--- config.mk ---
export PLATFORM = sky130hd
export DESIGN_NAME = pci_bridge_memory_bank_decoder
export DESIGN_NICKNAME = d
export VERILOG_FILES = /design/src/pbmd_pkg.sv /design/src/pci_bridge_memory_bank_decoder.sv /design/src/pbmd_cfg_space.sv /design/src/pbmd_bank_decode.sv
export VERILOG_INCLUDE_DIRS = /design/src /design/src/src
export SDC_FILE = /design/constraint.sdc
export NUM_CORES = 2
export LEC_CHECK = 0
export BUFFER_PORTS_ARGS = -buffer_cell sky130_fd_sc_hd__buf_2
export CAP_MARGIN = 15
export CORE_MARGIN = 2
export CORE_UTILIZATION = 45
export CTS_CLUSTER_SIZE = 30
export DETAILED_ROUTE_END_ITERATION = 10
export HOLD_SLACK_MARGIN = 0.1
export SYNTH_ARGS = -nofsm -noshare
export SYNTH_HDL_FRONTEND = slang
export SYNTH_SLANG_ARGS = --single-unit
export TNS_END_PERCENT = 1
--- constraint.sdc ---
create_clock -name clk -period 18.23 [get_ports clk]
set_clock_uncertainty 0.05 [all_clocks]
set_input_delay 1.823 -clock clk [delete_from_list [all_inputs] [get_ports clk]]
set_output_delay 1.823 -clock clk [all_outputs]
set_load 0.05 [all_outputs]
--- src/assert_macros.svh ---
// Assertion macros shared by the bank decoder top level and its configuration space module
`ifndef ASSERT_MACROS_SVH
`define ASSERT_MACROS_SVH

// Property that must hold at every clock edge outside reset
`define PBMD_ASSERT(lbl, prop, msg) \
	lbl: assert property (@(posedge clk) disable iff (!arst_n) (prop)) else $error(msg);

// Consequent must hold in the same cycle as the antecedent
`define PBMD_ASSERT_IMPL(lbl, ante, cons, msg) \
	lbl: assert property (@(posedge clk) disable iff (!arst_n) (ante) |-> (cons)) else $error(msg);

// Consequent must hold in the cycle after the antecedent
`define PBMD_ASSERT_NEXT(lbl, ante, cons, msg) \
	lbl: assert property (@(posedge clk) disable iff (!arst_n) (ante) |=> (cons)) else $error(msg);

`endif

--- src/pbmd_pkg.sv ---
// Types and constants of the host bridge bank decoder
`timescale 1ns / 1ps

package pbmd_pkg;

	localparam int BANK_COUNT_DEF = 8;
	localparam int NumBankRegs    = 8;

	// Request kinds
	localparam logic [1:0] ACT_READ   = 2'd0;
	localparam logic [1:0] ACT_WRITE  = 2'd1;
	localparam logic [1:0] ACT_DECODE = 2'd2;

	// Configuration register indexes
	localparam logic CFG_RAM_SIZE = 1'b0;
	localparam logic CFG_NUM_BASE = 1'b1;

	localparam logic [30:0] RAM_SIZE_RST = 31'd33554432;
	localparam logic [7:0]  NUM_BASE_RST = 8'd1;

	// Configuration space offsets
	localparam logic [7:0] OFF_ID       = 8'h00;
	localparam logic [7:0] OFF_CLASS    = 8'h08;
	localparam logic [7:0] OFF_ENABLE   = 8'hA0;
	localparam logic [7:0] OFF_PICR1    = 8'hA8;
	localparam logic [7:0] OFF_PICR2    = 8'hAC;
	localparam logic [7:0] OFF_MCCR1    = 8'hF0;
	localparam logic [7:0] OFF_MCCR2    = 8'hF4;
	localparam logic [7:0] OFF_MCCR3    = 8'hF8;
	localparam logic [7:0] OFF_MCCR4    = 8'hFC;
	localparam logic [2:0] BANK_WIN_HI  = 3'b100;

	// Fixed read words
	localparam logic [31:0] WORD_ID    = 32'h0001_1057;
	localparam logic [31:0] WORD_CLASS = 32'h0600_0000;
	localparam logic [31:0] WORD_PICR1 = 32'hFF00_0010;
	localparam logic [31:0] WORD_PICR2 = 32'h000C_060C;
	localparam logic [31:0] WORD_MCCR1 = 32'hFF02_0000;
	localparam logic [31:0] WORD_MCCR2 = 32'h0000_0003;
	localparam logic [31:0] WORD_MCCR4 = 32'h0010_0000;

	// Window geometry
	localparam logic [31:0] MIN_WINDOW = 32'h0010_0000;
	localparam logic [19:0] WIN_FILL   = 20'hF_FFFF;

	typedef logic [NumBankRegs-1:0][31:0] bank_regs_t;

	typedef struct packed {
		logic        hit;
		logic [8:0]  number;
		logic [29:0] offset;
	} dec_result_t;

endpackage

--- src/pci_bridge_memory_bank_decoder.sv ---
// Top level of the host bridge configuration space and bank decoder
`timescale 1ns / 1ps
`include "assert_macros.svh"

// Takes one request per clock while the output is not stalled: config read,
// config write or address decode. A request is registered on entry and its
// result is registered on exit; back-to-back requests stream at one per
// cycle unless m_tready stalls the output. While a result waits, the input
// register still takes one more request. A config write takes effect for
// the very next request. The decode compares the address against all bank
// windows in parallel within the cycle between the two registers. The
// register write port (ram_size, bank_number_base) is always ready and is
// meant to be used while idle.
module pci_bridge_memory_bank_decoder #(
	parameter int BANK_COUNT = pbmd_pkg::BANK_COUNT_DEF
) (
	input  logic        clk,
	input  logic        arst_n,
	input  logic        s_tvalid,
	output logic        s_tready,
	input  logic [1:0]  s_tuser,   // action
	input  logic [79:0] s_tdata,   // function_number, config_offset, write_data, cpu_address
	output logic        m_tvalid,
	input  logic        m_tready,
	output logic [71:0] m_tdata,   // read_data, bank_hit, bank_number, ram_offset
	input  logic        cfg_valid,
	output logic        cfg_ready,
	input  logic        cfg_index,
	input  logic [31:0] cfg_data
);

	logic        valid_s1;
	logic [1:0]  action_s1;
	logic [2:0]  func_s1;
	logic [7:0]  offset_s1;
	logic [31:0] wdata_s1;
	logic [29:0] addr_s1;

	logic        valid_s2;
	logic [31:0] read_data_s2;
	pbmd_pkg::dec_result_t dec_s2;

	logic [30:0] ram_size_q;
	logic [7:0]  num_base_q;

	logic        adv_s2;
	logic        adv_s1;
	logic        func0;
	logic        wr_en;
	logic [31:0] cfg_rd;
	logic [7:0]  enable_mask;
	pbmd_pkg::bank_regs_t  bank_regs;
	pbmd_pkg::dec_result_t dec;

	assign adv_s2   = !valid_s2 || m_tready;
	assign adv_s1   = valid_s1 && adv_s2;
	assign s_tready = !valid_s1 || adv_s2;
	assign func0    = (func_s1 == 3'd0);
	assign wr_en    = adv_s1 && func0 && (action_s1 == pbmd_pkg::ACT_WRITE);

	assign cfg_ready = 1'b1;

	always_ff @(posedge clk or negedge arst_n) begin
		if (!arst_n) begin
			ram_size_q <= pbmd_pkg::RAM_SIZE_RST;
			num_base_q <= pbmd_pkg::NUM_BASE_RST;
		end else if (cfg_valid) begin
			unique case (cfg_index)
				pbmd_pkg::CFG_RAM_SIZE: ram_size_q <= cfg_data[30:0];
				pbmd_pkg::CFG_NUM_BASE: num_base_q <= cfg_data[7:0];
				default: ;
			endcase
		end
	end

	// input register
	always_ff @(posedge clk or negedge arst_n) begin
		if (!arst_n) begin
			valid_s1 <= 1'b0;
		end else if (s_tready) begin
			valid_s1 <= s_tvalid;
		end
	end

	always_ff @(posedge clk) begin
		if (s_tvalid && s_tready) begin
			action_s1 <= s_tuser;
			func_s1   <= s_tdata[2:0];
			offset_s1 <= s_tdata[10:3];
			wdata_s1  <= s_tdata[42:11];
			addr_s1   <= s_tdata[72:43];
		end
	end

	pbmd_cfg_space u_cfg_space (
		.clk         (clk),
		.arst_n      (arst_n),
		.wr_en       (wr_en),
		.offset      (offset_s1),
		.wr_data     (wdata_s1),
		.rd_data     (cfg_rd),
		.bank_regs   (bank_regs),
		.enable_mask (enable_mask)
	);

	pbmd_bank_decode #(
		.BANK_COUNT (BANK_COUNT)
	) u_bank_decode (
		.bank_regs   (bank_regs),
		.enable_mask (enable_mask),
		.ram_size    (ram_size_q),
		.num_base    (num_base_q),
		.addr        (addr_s1),
		.result      (dec)
	);

	// result register
	always_ff @(posedge clk or negedge arst_n) begin
		if (!arst_n) begin
			valid_s2 <= 1'b0;
		end else if (adv_s2) begin
			valid_s2 <= valid_s1;
		end
	end

	always_ff @(posedge clk) begin
		if (adv_s1) begin
			read_data_s2 <= (action_s1 == pbmd_pkg::ACT_READ && func0) ? cfg_rd : '0;
			dec_s2       <= (action_s1 == pbmd_pkg::ACT_DECODE) ? dec : '0;
		end
	end

	assign m_tvalid = valid_s2;
	assign m_tdata  = {dec_s2.offset, dec_s2.number, dec_s2.hit, read_data_s2};

	`PBMD_ASSERT_NEXT(a_adv_fills_s2, adv_s1, valid_s2, "request lost between stages")
	`PBMD_ASSERT_IMPL(a_hit_no_read, valid_s2 && dec_s2.hit, read_data_s2 == '0, "hit with read data")
	`PBMD_ASSERT_IMPL(a_miss_clean, valid_s2 && !dec_s2.hit, (dec_s2.number == '0) && (dec_s2.offset == '0), "miss carries bank fields")
	`PBMD_ASSERT(a_ready_when_room, !valid_s1 |-> s_tready, "input stalled with empty stage")

endmodule

--- src/pbmd_cfg_space.sv ---
// Configuration space registers and read multiplexer
`timescale 1ns / 1ps
`include "assert_macros.svh"

module pbmd_cfg_space (
	input  logic                 clk,
	input  logic                 arst_n,
	input  logic                 wr_en,
	input  logic [7:0]           offset,
	input  logic [31:0]          wr_data,
	output logic [31:0]          rd_data,
	output pbmd_pkg::bank_regs_t bank_regs,
	output logic [7:0]           enable_mask
);

	pbmd_pkg::bank_regs_t bank_regs_q;
	logic [7:0]           enable_q;
	logic                 in_bank_win;

	assign in_bank_win = (offset[7:5] == pbmd_pkg::BANK_WIN_HI) && (offset[1:0] == 2'b00);

	always_ff @(posedge clk or negedge arst_n) begin
		if (!arst_n) begin
			bank_regs_q <= '0;
			enable_q    <= '0;
		end else if (wr_en) begin
			if (in_bank_win) begin
				bank_regs_q[offset[4:2]] <= wr_data;
			end else if (offset == pbmd_pkg::OFF_ENABLE) begin
				enable_q <= wr_data[7:0];
			end
		end
	end

	always_comb begin
		rd_data = '0;
		if (in_bank_win) begin
			rd_data = bank_regs_q[offset[4:2]];
		end else begin
			unique case (offset)
				pbmd_pkg::OFF_ID:     rd_data = pbmd_pkg::WORD_ID;
				pbmd_pkg::OFF_CLASS:  rd_data = pbmd_pkg::WORD_CLASS;
				pbmd_pkg::OFF_ENABLE: rd_data = {24'h0, enable_q};
				pbmd_pkg::OFF_PICR1:  rd_data = pbmd_pkg::WORD_PICR1;
				pbmd_pkg::OFF_PICR2:  rd_data = pbmd_pkg::WORD_PICR2;
				pbmd_pkg::OFF_MCCR1:  rd_data = pbmd_pkg::WORD_MCCR1;
				pbmd_pkg::OFF_MCCR2:  rd_data = pbmd_pkg::WORD_MCCR2;
				pbmd_pkg::OFF_MCCR3:  rd_data = '0;
				pbmd_pkg::OFF_MCCR4:  rd_data = pbmd_pkg::WORD_MCCR4;
				default:              rd_data = '0;
			endcase
		end
	end

	assign bank_regs   = bank_regs_q;
	assign enable_mask = enable_q;

	`PBMD_ASSERT_NEXT(a_enable_wr, wr_en && (offset == pbmd_pkg::OFF_ENABLE), enable_q == $past(wr_data[7:0]), "enable write lost")
	`PBMD_ASSERT_NEXT(a_regs_hold, !wr_en, $stable(bank_regs_q) && $stable(enable_q), "registers changed without write")

endmodule

--- src/pbmd_bank_decode.sv ---
// Parallel window compare over all banks, highest bank wins
`timescale 1ns / 1ps

module pbmd_bank_decode #(
	parameter int BANK_COUNT = pbmd_pkg::BANK_COUNT_DEF
) (
	input  pbmd_pkg::bank_regs_t  bank_regs,
	input  logic [7:0]            enable_mask,
	input  logic [30:0]           ram_size,
	input  logic [7:0]            num_base,
	input  logic [29:0]           addr,
	output pbmd_pkg::dec_result_t result
);

	always_comb begin
		logic [2:0]  idx;
		logic [1:0]  lane_sel;
		logic [2:0]  grp;
		logic [7:0]  st_byte;
		logic [7:0]  st_ext;
		logic [7:0]  en_byte;
		logic [7:0]  en_ext;
		logic [31:0] win_start;
		logic [31:0] win_end;
		logic [31:0] lim_sum;
		logic [31:0] lim;
		logic [31:0] end_eff;
		logic [31:0] min_end;
		logic [31:0] addr_w;

		result = '0;
		addr_w = {2'b00, addr};
		for (int b = 0; b < BANK_COUNT; b++) begin
			idx      = 3'(b);
			lane_sel = idx[1:0];
			grp      = {2'b00, idx[2]};
			st_byte  = bank_regs[grp][{lane_sel, 3'b000} +: 8];
			st_ext   = bank_regs[grp + 3'd2][{lane_sel, 3'b000} +: 8];
			en_byte  = bank_regs[grp + 3'd4][{lane_sel, 3'b000} +: 8];
			en_ext   = bank_regs[grp + 3'd6][{lane_sel, 3'b000} +: 8];
			win_start = {2'b00, st_ext[1:0], st_byte, 20'h0};
			win_end   = {2'b00, en_ext[1:0], en_byte, pbmd_pkg::WIN_FILL};
			// clamp end to start plus RAM size minus one, floor at zero
			lim_sum  = win_start + {1'b0, ram_size};
			lim      = (lim_sum == '0) ? '0 : lim_sum - 32'd1;
			end_eff  = (lim < win_end) ? lim : win_end;
			min_end  = win_start + pbmd_pkg::MIN_WINDOW;
			if (enable_mask[idx] && (num_base != '0) && (min_end <= end_eff)
					&& (addr_w >= win_start) && (addr_w <= end_eff)) begin
				result.hit    = 1'b1;
				result.number = {6'b0, idx} + {1'b0, num_base};
				result.offset = addr - win_start[29:0];
			end
		end
	end

endmodule

==> results.yml <==
critical_path:
  critPathRequiredTime_ps: 18490
  critPathMaxFanout: 24
  cpPeakStageDelay_ps: 1060
  crit_path_end_kind: "flip-flop"
  worst-setup-path-type: "flip-flop to flip-flop"
  worst_path_max_delay_cell: "sky130_fd_sc_hd__nor4_1"
  critPathLaunchType: "flip-flop"
  arrival_ps: 11760
die:
  initial_core_util_pct: 45.45
  die_area_um2: 100200
  die_h_um: 316.5
  chipWidth_um: 316.5
  core_um2: 96710
  placementRows: 114
  pin_count: 195
job:
  cap_violations: 0
clock_network:
  insertion_delay_ps: 690
  cts_tree: "yes"
  cts_hold_buffers: 0
  cts.path.max_buffers: 3
  cts_max_level: 2
  clock_sink_count: 452
  cts.repair.resized: 0
  cts-buffers-inserted: 53
  post_cts_buffers: 0
  worst_setup_hold_path_clk_slew_ps: 80
  cts_root_buffer: "sky130_fd_sc_hd__clkbuf_16"
logic_synthesis:
  synth_cell_type_count: 120
  avgSynthCellArea_um2: 9.083
  postSynth.asyncResetShare_pct: 67.48
  syn_area_um2: 43950
  netlist.top_cell.by_area: "sky130_fd_sc_hd__dfrtp_1"
  synth_top_cells_by_area: "sky130_fd_sc_hd__dfrtp_1 17%, sky130_fd_sc_hd__ha_1 17%, sky130_fd_sc_hd__edfxtp_1 10%"
  ys_seq_elements: 452
  synth_cells: 4839
  fraction_of_the_yosys_area_taken_by_sequential_cells_pct: 27.41
  synth_enable_flop_cells: 147
  ys_top_cells_by_count: "587 x sky130_fd_sc_hd__ha_1, 406 x sky130_fd_sc_hd__a21oi_1, 333 x sky130_fd_sc_hd__nand2_1"
  synthDominantCellAreaShare_pct: 17.25
  synth_top_flop_cell: "sky130_fd_sc_hd__dfrtp_1"
  synth_warnings: 0
  synth.most_common_cell: "sky130_fd_sc_hd__ha_1"
placement:
  dp_wirelength_um: 135900
  detailed_place.area_um2: 46630
  portBuffers: 185
  routability_driven_placement_congestion_ratio: 1.006
finish:
  stdcell_area_um2: 48430
  layout-area-overhead-vs-synth_pct: 10.19
  drive_above_1_share_pct: 14.48
  nFillCells: 9173
  fin_nets: 5714
timing:
  layout_min_cycle_time_ps: 11500
  timing.fmax_ghz: 0.08695
  tns_ps: 0
  finalCritPeriodShare_pct: 63.09
  grt_setup_unrepaired: "false"
  timing.final.max_slew_violations: 0
  worstMarginPinSlew_ps: 1282
  final-hold-violation-count: 0
  report.final.setup_viol: 0
  maxSlewHeadroom_pct: 13.74
grt:
  grtUsageTotal_pct: 35.07
  via_count_of_the_first_global_routing_pass: 38140
  antenna_violations_before_repair: 19
  grt_pass1_wl_um: 257800
  grt_overflow_total: 0
  largest_net_degree_at_the_start_of_global_routing: 126
route:
  route.detailed.drc: 0
  detailedRoute.firstPassIterationCount: 6
  vias: 40850
  routed_wire_length_per_instance_um: 28.33
  drt-vias-per-instance: 6.467
  drtIter0Drc: 4756
  postRouteWirelength_um: 178900
  antenna_left: 0
power_and_ir_drop:
  max_ir_drop_vdd_mv: 0.06920
  p_leak_nw: 21.97
  pwr_density_cell_nw_per_um2: 76.73
  power.total_w: 0.003716
hold_path:
  hp-class: "flip-flop to flip-flop"
run_status:
  status: "finished clean"
==> kinds of logic (layout without fill, tap and decap cells) <==
logic type | after synthesis | after routing | synth area share, %
xor gates and xnor gates | 235 | 235 | 4.683
DFF | 452 | 452 | 27.41
other | 1 | 13 | 0.008532
muxes | 353 | 353 | 10.40
AOI/OAI and AO/OA | 1307 | 1307 | 19.27
buffers and inverters | 453 | 642 | 4.040
adders and majority gates | 603 | 603 | 17.44
and+or+nand+nor | 1435 | 1435 | 16.75
==> cells in the final DEF, fill, tap and decap left out, drive strengths merged, types with 169 or more instances in the layout <==
| cell type | n |
|---|---|
| nor2 | 312 |
| dfrtp | 303 |
| xnor2 | 169 |
| buf | 297 |
| a21oi | 408 |
| ha | 587 |
| o21ai | 308 |
| inv | 247 |
| mux2 | 188 |
| nand2 | 337 |
==> sequential cells by signal, indices dropped and copies added, names as in the netlist, 30 cells and up <==
name	count
u_cfg_space.bank_regs	256
read_data_s2	32
ram_size_q	31
m_tdata	40
wdata_s1	32
addr_s1	30
==> worst paths after layout <==
path	from	end	slack (ps)	cells past startpoint
max	ram_size_q[0]	m_tdata[64]	6730	32
min	u_cfg_space.bank_regs[68]	u_cfg_space.bank_regs[68]	450	1
max reg2reg	ram_size_q[0]	m_tdata[64]	6730	32
min reg2reg	u_cfg_space.bank_regs[68]	u_cfg_space.bank_regs[68]	450	1
max in group asynchronous	arst_n	u_cfg_space.bank_regs[45]	15350	2
min in group asynchronous	arst_n	num_base_q[2]	1180	1
==> per-layer routing <==
metal	share of wire [%]	global-route usage (%)
met3	10	5.958
met5	0.072	0
met2	42	51.91
met1	43	49.83
met4	5.2	16.09
==> through the flow <==
step	util [%]	instances	worst slack [ps]	hold slack, ps
finish	50.08	6316	6729	451.8
global route	50.07	6312	6302	461.4
CTS	50.04	6309	7105	454.2
detailed placement	48.22	6209	7152	440.9
global placement	48.22	6209	7147	432.8
floorplan	-	4847	9901	399.0
==> layout make-up <==
class                      instances  area [um^2]  share of cell area (%)
clock inverter                    22        261.5                  0.5400
antenna                            4        10.01                 0.02067
clock buffer                      78         1500                   3.098
inverter                         243        912.1                   1.883
timing repair buffer             299         1809                   3.736
tap                             1276         1597                   3.297
multi-input combinational       3942        30290                   62.55
sequential                       452        12050                   24.88
==> critical path: cells and delay by family, from the launching register on <==
family / cells / cell delay (ps)
AOI/OAI and AO/OA: 11 / 3700
xor gates and xnor gates: 1 / 70
adders and majority gates: 3 / 1010
buffers and inverters: 5 / 1430
DFF: 1 / 360
muxes: 1 / 410
and+or+nand+nor: 11 / 4000
==> power by group <==
group / leakage (nW) / internal [W] / switching, W
clock: 0.858 / 0.000619 / 0.000484
combinational: 16.2 / 0.000532 / 0.000924
sequential: 4.95 / 0.00109 / 0.0000689
Power figures use the tool's default switching activity.
